## config.mk

```make
export PLATFORM = sky130hd
export DESIGN_NAME = hid_keyboard_report_builder
export DESIGN_NICKNAME = d
export VERILOG_FILES = /design/src/hw/rtl/hkrb_pkg.sv /design/src/hw/rtl/hid_keyboard_report_builder.sv
export SDC_FILE = /design/constraint.sdc
export NUM_CORES = 1
export LEC_CHECK = 0
export ABC_AREA = 1
export BUFFER_PORTS_ARGS = -buffer_cell sky130_fd_sc_hd__buf_2
export CORE_MARGIN = 4
export CORE_UTILIZATION = 30
export DETAILED_ROUTE_END_ITERATION = 10
export PLACE_DENSITY_LB_ADDON = 0.25
export SYNTH_ARGS = -nofsm -noshare
export SYNTH_HDL_FRONTEND = slang
export SYNTH_SLANG_ARGS = --single-unit
```

## constraint.sdc

```tcl
create_clock -name clk -period 11.1 [get_ports clk]
set_clock_uncertainty 0.05 [all_clocks]
set_input_delay 1.11 -clock clk [delete_from_list [all_inputs] [get_ports clk]]
set_output_delay 1.11 -clock clk [all_outputs]
set_load 0.05 [all_outputs]
```

## src/hw/rtl/hkrb_pkg.sv

```systemverilog
// Shared types, operation codes and the US-layout ASCII table for the
// keyboard report builder. No dependencies.
package hkrb_pkg;

    localparam int DEF_KEY_SLOTS = 6;
    localparam int REPORT_SLOTS  = 6;

    localparam logic [7:0] LSHIFT_MOD     = 8'h02;
    localparam logic [7:0] HID_ENTER      = 8'h28;
    localparam logic [7:0] HID_TAB        = 8'h2B;
    localparam logic [7:0] HID_BKSP       = 8'h2A;
    localparam logic [7:0] HID_ESC        = 8'h29;
    localparam logic [7:0] ASCII_BS       = 8'h08;
    localparam logic [7:0] ASCII_TAB      = 8'h09;
    localparam logic [7:0] ASCII_LF       = 8'h0A;
    localparam logic [7:0] ASCII_CR       = 8'h0D;
    localparam logic [7:0] ASCII_ESC      = 8'h1B;
    localparam logic [7:0] ASCII_PRINT_LO = 8'h20;
    localparam logic [7:0] ASCII_PRINT_HI = 8'h7E;

    typedef enum logic [2:0] {
        OP_PRESS   = 3'd0,
        OP_RELEASE = 3'd1,
        OP_REL_ALL = 3'd2,
        OP_TYPE    = 3'd3,
        OP_TAP     = 3'd4,
        OP_CLEAR   = 3'd5
    } op_t;

    typedef enum logic [2:0] {
        ST_IDLE,
        ST_SCAN_ADD,
        ST_SCAN_DEL,
        ST_SEND,
        ST_HOLD
    } st_t;

    // code[7] flags that left shift is needed, code[6:0] is the usage code.
    typedef struct packed {
        logic       hit;
        logic [7:0] code;
    } ascii_map_t;

    function automatic logic is_mod_key(input logic [7:0] k);
        return k[7:3] == 5'b11100;
    endfunction

    function automatic logic [7:0] mod_bit(input logic [7:0] k);
        return 8'd1 << k[2:0];
    endfunction

    function automatic ascii_map_t map_ascii(input logic [7:0] c);
        ascii_map_t m;
        m.hit  = 1'b1;
        m.code = 8'h00;
        priority if (c == ASCII_LF || c == ASCII_CR) m.code = HID_ENTER;
        else if (c == ASCII_TAB) m.code = HID_TAB;
        else if (c == ASCII_BS)  m.code = HID_BKSP;
        else if (c == ASCII_ESC) m.code = HID_ESC;
        else if (c >= 8'h41 && c <= 8'h5A) m.code = (c - 8'h3D) | 8'h80;
        else if (c >= 8'h61 && c <= 8'h7A) m.code = c - 8'h5D;
        else if (c >= ASCII_PRINT_LO && c <= ASCII_PRINT_HI)
        begin
            unique case (c)
                8'h20: m.code = 8'h2C;
                8'h21: m.code = 8'h9E;
                8'h22: m.code = 8'hB4;
                8'h23: m.code = 8'hA0;
                8'h24: m.code = 8'hA1;
                8'h25: m.code = 8'hA2;
                8'h26: m.code = 8'hA4;
                8'h27: m.code = 8'h34;
                8'h28: m.code = 8'hA6;
                8'h29: m.code = 8'hA7;
                8'h2A: m.code = 8'hA5;
                8'h2B: m.code = 8'hAE;
                8'h2C: m.code = 8'h36;
                8'h2D: m.code = 8'h2D;
                8'h2E: m.code = 8'h37;
                8'h2F: m.code = 8'h38;
                8'h30: m.code = 8'h27;
                8'h31: m.code = 8'h1E;
                8'h32: m.code = 8'h1F;
                8'h33: m.code = 8'h20;
                8'h34: m.code = 8'h21;
                8'h35: m.code = 8'h22;
                8'h36: m.code = 8'h23;
                8'h37: m.code = 8'h24;
                8'h38: m.code = 8'h25;
                8'h39: m.code = 8'h26;
                8'h3A: m.code = 8'hB3;
                8'h3B: m.code = 8'h33;
                8'h3C: m.code = 8'hB6;
                8'h3D: m.code = 8'h2E;
                8'h3E: m.code = 8'hB7;
                8'h3F: m.code = 8'hB8;
                8'h40: m.code = 8'h9F;
                8'h5B: m.code = 8'h2F;
                8'h5C: m.code = 8'h31;
                8'h5D: m.code = 8'h30;
                8'h5E: m.code = 8'hA3;
                8'h5F: m.code = 8'hAD;
                8'h60: m.code = 8'h35;
                8'h7B: m.code = 8'hAF;
                8'h7C: m.code = 8'hB1;
                8'h7D: m.code = 8'hB0;
                8'h7E: m.code = 8'hB5;
                default: m.hit = 1'b0;
            endcase
        end
        else m.hit = 1'b0;
        return m;
    endfunction

endpackage

```

## src/hw/rtl/hid_keyboard_report_builder.sv

```systemverilog
// Keyboard report builder: modifier byte plus key slots, updated by press,
// release, release-all, clear, tap and type operations. Depends on hkrb_pkg.
//
//  channel | valid    | stall     | payload
//  --------+----------+-----------+---------------------------------------------
//  input   | in_valid | in_stall  | operation key_code extra_mods char_code link_ready
//  output  | out_valid| out_stall | mod_bits slot_a..slot_f last_report
//
// One item at a time. A press or release of a normal key walks the slots with a
// single comparator, one slot per cycle. A modifier press or release, or a
// release of all keys, skips the scan; a tap or type sends a press and then a
// release report. An item with no report returns to idle at once; an output stall
// holds the report. Reset clears the key and modifier state at once, but not the
// output registers; the block accepts items right after reset.
module hid_keyboard_report_builder
    import hkrb_pkg::*;
#(
    parameter int KEY_SLOTS = DEF_KEY_SLOTS
)
(
    input  logic       clk,
    input  logic       rst_n,
    input  logic       in_valid,
    output logic       in_stall,
    input  logic [2:0] operation,
    input  logic [7:0] key_code,
    input  logic [7:0] extra_mods,
    input  logic [7:0] char_code,
    input  logic       link_ready,
    output logic       out_valid,
    input  logic       out_stall,
    output logic [7:0] mod_bits,
    output logic [7:0] slot_a,
    output logic [7:0] slot_b,
    output logic [7:0] slot_c,
    output logic [7:0] slot_d,
    output logic [7:0] slot_e,
    output logic [7:0] slot_f,
    output logic       last_report
);

    localparam int IDX_W = (KEY_SLOTS > 1) ? $clog2(KEY_SLOTS) : 1;
    localparam int OUT_N = (KEY_SLOTS < REPORT_SLOTS) ? KEY_SLOTS : REPORT_SLOTS;
    localparam logic [IDX_W-1:0] LAST_IDX = IDX_W'(KEY_SLOTS - 1);

    st_t              state_reg, state_next;
    logic [IDX_W-1:0] idx_reg, idx_next;
    logic [7:0]       key_reg, key_next;
    logic [7:0]       saved_reg, saved_next;
    logic [7:0]       held_reg, held_next;
    logic [7:0]       slots_reg [KEY_SLOTS];
    logic [7:0]       slots_next [KEY_SLOTS];
    logic             match_reg, match_next;
    logic             empty_found_reg, empty_found_next;
    logic [IDX_W-1:0] empty_idx_reg, empty_idx_next;
    logic             last_reg, last_next;
    logic [7:0]       out_mods_reg, out_mods_next;
    logic [7:0]       out_slot_reg [OUT_N];
    logic [7:0]       out_slot_next [OUT_N];
    logic             out_last_reg, out_last_next;

    logic             accepted;
    ascii_map_t       amap;
    logic [7:0]       tap_key;
    logic [7:0]       tap_mods;
    logic             do_add, do_rel, do_rall, do_clr, is_tap;
    logic [7:0]       scan_slot;
    logic             scan_hit, scan_zero, scan_end;
    logic [7:0]       slot_w [REPORT_SLOTS];

    assign in_stall  = (state_reg != ST_IDLE);
    assign out_valid = (state_reg == ST_HOLD);
    assign accepted  = in_valid && !in_stall;

    // Operation decode; type is folded into tap with the mapped key.
    assign amap     = map_ascii(char_code);
    assign tap_key  = (operation == OP_TYPE) ? {1'b0, amap.code[6:0]} : key_code;
    assign tap_mods = (operation == OP_TYPE) ? (amap.code[7] ? LSHIFT_MOD : 8'h00)
                                             : extra_mods;
    assign do_add   = link_ready && (operation == OP_PRESS || operation == OP_TAP ||
                                     (operation == OP_TYPE && amap.hit));
    assign is_tap   = (operation != OP_PRESS);
    assign do_rall  = link_ready && (operation == OP_REL_ALL ||
                                     (operation == OP_RELEASE && key_code == 8'h00));
    assign do_rel   = link_ready && (operation == OP_RELEASE);
    assign do_clr   = (operation == OP_CLEAR);

    // The shared compare unit: one slot against the current key per cycle.
    assign scan_slot = slots_reg[idx_reg];
    assign scan_hit  = (scan_slot == key_reg);
    assign scan_zero = (scan_slot == 8'h00);
    assign scan_end  = (idx_reg == LAST_IDX);

    always_comb
    begin
        state_next = state_reg;
        unique case (state_reg)
            ST_IDLE:
            begin
                if (accepted)
                begin
                    priority if (do_add)
                        state_next = is_mod_key(tap_key) ? ST_SEND : ST_SCAN_ADD;
                    else if (do_rall)
                        state_next = ST_SEND;
                    else if (do_rel)
                        state_next = is_mod_key(key_code) ? ST_SEND : ST_SCAN_DEL;
                    else
                        state_next = ST_IDLE;
                end
            end
            ST_SCAN_ADD,
            ST_SCAN_DEL:
            begin
                if (scan_end)
                    state_next = ST_SEND;
            end
            ST_SEND:
                state_next = ST_HOLD;
            ST_HOLD:
            begin
                if (!out_stall)
                begin
                    if (last_reg)
                        state_next = ST_IDLE;
                    else
                        state_next = is_mod_key(key_reg) ? ST_SEND : ST_SCAN_DEL;
                end
            end
            default:
                state_next = ST_IDLE;
        endcase
    end

    always_comb
    begin
        idx_next         = idx_reg;
        key_next         = key_reg;
        saved_next       = saved_reg;
        held_next        = held_reg;
        slots_next       = slots_reg;
        match_next       = match_reg;
        empty_found_next = empty_found_reg;
        empty_idx_next   = empty_idx_reg;
        last_next        = last_reg;
        out_mods_next    = out_mods_reg;
        out_slot_next    = out_slot_reg;
        out_last_next    = out_last_reg;
        unique case (state_reg)
            ST_IDLE:
            begin
                if (accepted)
                begin
                    key_next         = do_add ? tap_key : key_code;
                    saved_next       = held_reg;
                    idx_next         = '0;
                    match_next       = 1'b0;
                    empty_found_next = 1'b0;
                    empty_idx_next   = '0;
                    last_next        = !(do_add && is_tap);
                    priority if (do_clr || do_rall)
                    begin
                        held_next = 8'h00;
                        for (int i = 0; i < KEY_SLOTS; i++)
                            slots_next[i] = 8'h00;
                    end
                    else if (do_add)
                        held_next = held_reg | tap_mods |
                                    (is_mod_key(tap_key) ? mod_bit(tap_key) : 8'h00);
                    else if (do_rel && is_mod_key(key_code))
                        held_next = held_reg & ~mod_bit(key_code);
                    else
                        held_next = held_reg;
                end
            end
            ST_SCAN_ADD:
            begin
                if (scan_hit)
                    match_next = 1'b1;
                if (scan_zero && !empty_found_reg)
                begin
                    empty_found_next = 1'b1;
                    empty_idx_next   = idx_reg;
                end
                if (!scan_end)
                    idx_next = idx_reg + IDX_W'(1);
                // A key already held, or no free slot, leaves the slots alone.
                else if (!(match_reg || scan_hit) && (empty_found_reg || scan_zero))
                    slots_next[empty_found_reg ? empty_idx_reg : idx_reg] = key_reg;
            end
            ST_SCAN_DEL:
            begin
                if (scan_hit && !match_reg)
                begin
                    slots_next[idx_reg] = 8'h00;
                    match_next          = 1'b1;
                end
                if (!scan_end)
                    idx_next = idx_reg + IDX_W'(1);
            end
            ST_SEND:
            begin
                out_mods_next = held_reg;
                for (int j = 0; j < OUT_N; j++)
                    out_slot_next[j] = slots_reg[j];
                out_last_next = last_reg;
            end
            ST_HOLD:
            begin
                // Second half of a tap: the modifier byte returns to its
                // value from before the tap, and the key is released.
                if (!out_stall && !last_reg)
                begin
                    held_next  = saved_reg;
                    last_next  = 1'b1;
                    idx_next   = '0;
                    match_next = 1'b0;
                end
            end
            default:
            begin
                idx_next = '0;
            end
        endcase
    end

    always_ff @(posedge clk or negedge rst_n)
    begin
        if (!rst_n)
        begin
            state_reg       <= ST_IDLE;
            idx_reg         <= '0;
            key_reg         <= 8'h00;
            saved_reg       <= 8'h00;
            held_reg        <= 8'h00;
            match_reg       <= 1'b0;
            empty_found_reg <= 1'b0;
            empty_idx_reg   <= '0;
            last_reg        <= 1'b0;
            for (int i = 0; i < KEY_SLOTS; i++)
                slots_reg[i] <= 8'h00;
        end
        else
        begin
            state_reg       <= state_next;
            idx_reg         <= idx_next;
            key_reg         <= key_next;
            saved_reg       <= saved_next;
            held_reg        <= held_next;
            match_reg       <= match_next;
            empty_found_reg <= empty_found_next;
            empty_idx_reg   <= empty_idx_next;
            last_reg        <= last_next;
            slots_reg       <= slots_next;
        end
    end

    always_ff @(posedge clk)
    begin
        out_mods_reg <= out_mods_next;
        out_slot_reg <= out_slot_next;
        out_last_reg <= out_last_next;
    end

    for (genvar j = 0; j < REPORT_SLOTS; j++)
    begin : g_slot
        if (j < OUT_N)
        begin : g_used
            assign slot_w[j] = out_slot_reg[j];
        end
        else
        begin : g_unused
            assign slot_w[j] = 8'h00;
        end
    end

    assign mod_bits    = out_mods_reg;
    assign slot_a      = slot_w[0];
    assign slot_b      = slot_w[1];
    assign slot_c      = slot_w[2];
    assign slot_d      = slot_w[3];
    assign slot_e      = slot_w[4];
    assign slot_f      = slot_w[5];
    assign last_report = out_last_reg;

`ifndef SYNTHESIS
    a_busy_while_reporting: assert property (@(posedge clk) disable iff (!rst_n)
        out_valid |-> in_stall)
        else $error("item accepted while a report is pending");

    a_scan_in_range: assert property (@(posedge clk) disable iff (!rst_n)
        (state_reg == ST_SCAN_ADD || state_reg == ST_SCAN_DEL) |-> idx_reg <= LAST_IDX)
        else $error("slot scan index out of range");

    a_tap_continues: assert property (@(posedge clk) disable iff (!rst_n)
        (out_valid && !out_stall && !last_report) |=> (in_stall && !out_valid))
        else $error("tap ended after its press report");
`endif

endmodule
```

# Word-level counts from Yosys, hierarchy flattened
# Cells that the tools add are included.
[totals]
wordCells = 241
memories = 0
ramBits = 0
latchBits = 0
mem_bits_ro = 0
input_bits = 32
regBits = 141
out_inout_bits = 59
[classes]
mul = 0
addsub = 3
n_lt_le_gt_ge = 10
bitwise = 9
n_reduce_logical = 51
shift = 2
div_mod_pow = 0
n_mux = 69
eq_ne = 74
[ops]
columns = ["cell", "count"]
rows = [
  ["8-bit one-hot mux with 43 select lines", 1],
  ["8-bit by 6-bit == test with 1-bit output, second input constant", 32],
  ["48-bit two-way mux", 5],
  ["8-bit two-way mux", 20],
  ["48-bit one-hot mux with 3 select lines", 1],
  ["8-bit by 7-bit == test with 1-bit output, second input constant", 11],
  ["48-bit AND", 1],
  ["48-bit bitwise mux", 1],
  ["8-bit demux with 3-bit select", 2],
  ["48-bit NOT", 1],
  ["43-bit OR reduction", 1],
  ["8-bit by 4-bit == test with 1-bit output, second input constant", 4],
  ["8-bit binary-select mux with 3-bit select", 1],
  ["8-bit by 7-bit <= comparator with 1-bit output, second input constant", 3],
  ["3-bit two-way mux", 8],
  ["3-bit one-hot mux with 4 select lines", 2],
  ["2-bit inequality test, second input constant", 9],
  ["1-bit logical AND", 17],
  ["1-bit two-way mux", 17],
  ["8-bit by 7-bit greater-or-equal comparator with 1-bit output, second input constant", 2],
  ["8-bit zero test", 2],
  ["8-bit OR", 2],
  ["8-bit one-hot mux with 2 select lines", 1],
  ["1-bit by 3-bit left shift with 8-bit output, first input constant", 2],
  ["34 further kinds", 72],
]

# Depth between registers and ports, before layout
[depth]
ltp_word = 17
ltp_mapped = 20
ltp_nobuf = 20

# Least setup slack after synthesis
# No wires, ideal clock.
[synth_timing]
kind = "register to register"
startpoint = "register state_reg[0]"
endpoint = "register state_reg[1]"
path_slack_ns = 7.377
setup_ns = 0.120
t_arrival_ns = 3.552
path_stages_with_launch = 8
path_cell_list = "dfrtp_1 > nand2_1 > nor2_1 > nor3_1 > inv_1 > nor2_1 > o21ai_0 > nand2_1"
[synth_between]
elab_chain_cells = 5
elab_cells_between_ends = 14
[synth_lines]
columns = ["item", "line", "source"]
rows = [
  ["from (decl)", "hid_keyboard_report_builder.sv:46", "st_t state_reg, state_next;"],
  ["from (signal assigned)", "hid_keyboard_report_builder.sv:245", "state_reg <= state_next;"],
  ["3-bit nonzero test", "hid_keyboard_report_builder.sv:71", "assign in_stall = (state_reg != ST_IDLE);"],
  ["1-bit zero test", "hid_keyboard_report_builder.sv:73", "assign accepted = in_valid && !in_stall;"],
  ["1-bit logical AND", "hid_keyboard_report_builder.sv:73", ""],
  ["2-bit inequality test (no source line)", "-", ""],
  ["3-bit AND reduction (no source line)", "-", ""],
]
# Parallel ways exist; a longest one is shown, timed or not.
# A chain may end at the register's enable or synchronous reset.

# Final worst setup path
[layout_timing]
startpoint = "register idx_reg[0]"
endpoint = "register slots_reg[2] (netlist bit)"
[layout_between]
elab_chain_cells = 10
elab_cells_between_ends = 35
[layout_lines]
columns = ["item", "line", "source"]
rows = [
  ["from (decl)", "hid_keyboard_report_builder.sv:47", "logic [IDX_W-1:0] idx_reg, idx_next;"],
  ["from (signal assigned)", "hid_keyboard_report_builder.sv:246", "idx_reg <= idx_next;"],
  ["3-bit two-way mux / 3-bit NOT with 4-bit output (equally long branches)", "hid_keyboard_report_builder.sv:189, hid_keyboard_report_builder.sv:89, hid_keyboard_report_builder.sv:195", ""],
  ["3-bit NOT with 4-bit output / 8-bit binary-select mux with 3-bit select (equally long branches)", "hid_keyboard_report_builder.sv:189, hid_keyboard_report_builder.sv:89", ""],
  ["4-bit greater-or-equal comparator (implied by the code) (tied with other cells)", "hid_keyboard_report_builder.sv:189", "slots_next[empty_found_reg ? empty_idx_reg : idx_reg] = key_reg;"],
  ["1-bit logical AND (implied by the code) / 8-bit two-way mux (equally long branches)", "hid_keyboard_report_builder.sv:189, hid_keyboard_report_builder.sv:89", ""],
  ["8-bit two-way mux / 8-bit == test (equally long branches)", "hid_keyboard_report_builder.sv:189, hid_keyboard_report_builder.sv:90", ""],
  ["8-bit demux with 3-bit select / 1-bit logical OR (equally long branches)", "hid_keyboard_report_builder.sv:189, hid_keyboard_report_builder.sv:188", ""],
  ["48-bit bitwise mux / 1-bit zero test (equally long branches)", "hid_keyboard_report_builder.sv:189, hid_keyboard_report_builder.sv:188", ""],
  ["48-bit two-way mux / 1-bit logical AND (equally long branches)", "hid_keyboard_report_builder.sv:188", "else if (!(match_reg || scan_hit) && (empty_found_reg || scan_zero))"],
  ["48-bit two-way mux / 2-bit inequality test (equally long branches)", "-", ""],
  ["48-bit one-hot mux with 3 select lines / 6-bit AND reduction (equally long branches)", "-", ""],
  ["to (signal assigned)", "hid_keyboard_report_builder.sv:254", "slots_reg <= slots_next;"],
  ["to (decl)", "hid_keyboard_report_builder.sv:51", "logic [7:0] slots_reg [KEY_SLOTS];"],
]
# Parallel ways exist; a longest one is shown, timed or not. The select of a mux whose other input is x is not followed.

==> impl_metrics.ini <==
[route]
first_pass_iters = 5
drt-vias-per-instance = 5.117
drc_violations_left = 0
ant_nets = 0
wire_per_inst_um = 16.60
via_count = 8673
routed_wirelength_mm = 28.14
drt-initial-drc-count = 871

[power]
power.switching_mw = 1.235
worst_ir_drop_vdd_mv = 0.1286
power_density_mw_per_mm2 = 255.6
power_frac_clock = 0.237
power_report.internal_total_mw = 1.402
power.combinational.fraction = 0.426
power.static_leakage_nw = 4.818
p_seq_frac = 0.337
net_switching_fraction_of_the_power = 0.4684

[sta]
timing.final.crit_period_ns = 4.301
worst_hold_slack_ns = 0.4332
finalHoldViolations = 0
max_slew.worst_pin.slew_ns = 1.080
timing_max_transition_violations_final = 0
setup_slack_ns = 6.799
slew_headroom = 0.2803
setup_viol = 0
min_period_over_period = 0.3875
fin_tns_setup_ns = 0
max_clock_freq_ghz = 0.2325
rsz0062_at_grt = no

[logic_synthesis]
synth_seq_cells = 141
yosys.area.top_type_share = 0.2356
syn_area_mm2 = 0.008922
synth_nets = 1269
synth_area_per_cell_um2 = 7.254
synthesis.instances = 1230
synthTopCellsByCount = nand2_1, nor2_1, inv_1
yosysTopAreaCell = dfrtp_1
ys.warnings.count = 0
post_synth_main_area_contributors = dfrtp_1, edfxtp_1, nand2_1
part_of_the_yosys_area_used_for_sequential_elements = 0.4274
synthFlopType = dfrtp_1
yosysUniqueCellTypes = 39
postSynth.asyncResetShare = 0.5957
yosysMostFrequentCell = nand2_1
synth-edff-count = 57

[global_route]
grt_start_max_net_pins = 85
global_route.overflow_total = 0
grt_antenna_before_repair = 0
grt_pass1_vias = 8255
grt_pass1_wl_mm = 45.85
grt.total_usage = 0.1728

[finish]
max_ffs_per_register = 48
design_area_mm2 = 0.01032
antenna_cell_count = 0
finalNetCount = 1337
final_core_utilization = 0.3556
share_of_final_layout_standard_cells_stronger_than_drive_strength_1 = 0.1220
syn_to_final_growth_pct = 15.62

[setup_path]
timing.critical_path.fanout_max = 50
data_required_critical_path_ns = 11.35
startpoint = idx_reg[0]
class_of_the_most_critical_setup_path = reg2reg
critical_path.endpoint_type = flop
critical_path_arrival_ns = 4.55
crit_path_start_kind = flop
worst_r2r_startpoint = idx_reg[0]

[cts]
cts_sinks = 141
post_cts_resized = 0
htreeDepth = 4
clk-insertion-delay-late_ns = 0.43
tritoncts.num_buffers = 17
cts_root_buf = clkbuf_16
clock_tree_from_tritoncts = yes
post-cts-setup-buffer-count = 0
path_clk_slew_ns = 0.06
max-clock-path-buffers = 2
hold_buf_count_cts = 0

[place]
post_detailed_placement_half_perimeter_wirelength_mm = 20.43
placement.io_buffers = 90
routabilityCongestion = 0.9366
post-place-ws_ns = 6.800
placedInstanceArea_mm2 = 0.009673

[min_path]
worst_hold_path_type = reg2reg
worstHoldStart = slots_reg[41]

[die]
chipWidth_um = 180.5
floorplan.initialDensity = 0.3075
boundaryPins = 91
dieArea_mm2 = 0.03256
chipHeight_um = 180.5
rows = 62
total_core_area_mm2 = 0.02901

[outcome]
outcome = finished clean

[job]
maxCapViolCount = 0
routing by layer:
layer,routed length [um],global-route usage,part of all wire,vias to the layer above
met5,0,0,0,-
met3,1828,0.02725,0.065,38
met1,13240,0.2512,0.47,3979
met2,12620,0.2706,0.45,364
met4,456,0.04204,0.016,0
li1,-,-,-,4292
final cells by class:
type	instances	area [um2]
repair buffers	100	528.0
fillers	3135	18700
flip-flops and latches	141	3814
inverters	131	491.7
well taps	384	480.5
clock inverters	14	214.0
clock buffers	18	429.2
multi-input cells	907	4359
power groups by stage:
stage          combinational (mW)  clock, mW  sequential (mW)
2_1_floorplan               0.757          0            0.950
4_1_cts                      1.12      0.637            0.888
6_report                     1.12      0.625            0.889
3_5_place_dp                 1.12          0            0.896
3_3_place_gp                 1.11          0            0.897
5_1_grt                      1.25      0.661            0.912
cells by family after synthesis:
kind of cell | synth area share
AOI/OAI and AO/OA | 0.1615
xor gates and xnor gates | 0.009816
adders and majority gates | 0.009816
buffers and inverters | 0.08484
DFF | 0.4274
and+or+nand+nor | 0.3065
critical path, stage by stage, from the launching register on:
cell and delay, ns:
dfrtp_1 0.54, inv_2 0.12, nand2_1 0.24, inv_1 0.24, nand2_1 0.13, o21ai_0 0.10
nor3_2 0.18, xor2_1 0.17, nand2_1 0.07, nor2_1 0.16, nand3_1 0.11, nand2_2 0.70
nand3_2 0.99, nand2_1 0.26, nand2_1 0.08
placed cells by master, fill, tap and decap left out, drive strengths merged:
| cell type | instances |
|---|---|
| o22ai | 12 |
| o2111ai | 1 |
| inv | 134 |
| o32ai | 5 |
| nand3 | 78 |
| a21boi | 1 |
| bufinv | 5 |
| nand4 | 54 |
| a21o | 8 |
| nor3b | 2 |
| o21ai | 121 |
| a22oi | 1 |
| nand3b | 2 |
| or2 | 4 |
| nand2 | 338 |
| and3 | 1 |
| clkinv | 5 |
| ha | 7 |
| xor2 | 10 |
| o211ai | 5 |
| nor4 | 2 |
| clkbuf | 18 |
| a31oi | 2 |
| dfrtp | 84 |
| a21oi | 76 |
| clkinvlp | 1 |
| o31ai | 27 |
| nor2 | 129 |
| buf | 100 |
| nor3 | 21 |
| edfxtp | 57 |
per-stage QoR:
stage / instances / total power, mW
2_1_floorplan: 1230 / 1.707
3_3_place_gp: 1663 / 2.004
3_5_place_dp: 1663 / 2.013
4_1_cts: 1695 / 2.650
5_1_grt: 1695 / 2.826
6_report: 1695 / 2.637
final timing paths:
check / end / slack (ns) / cells past startpoint
worst min-delay path: slot_a[1] / 0.43 / 0
worst min register to register: slot_a[1] / 0.43 / 0
max in group asynchronous: slots_reg[47] / 9.46 / 1
worst max register to register: slots_reg[2] / 6.80 / 14
worst max-delay path: slots_reg[2] / 6.80 / 14
min in group asynchronous: saved_reg[4] / 0.82 / 1
No activity file was read; power rests on OpenSTA's default activity.
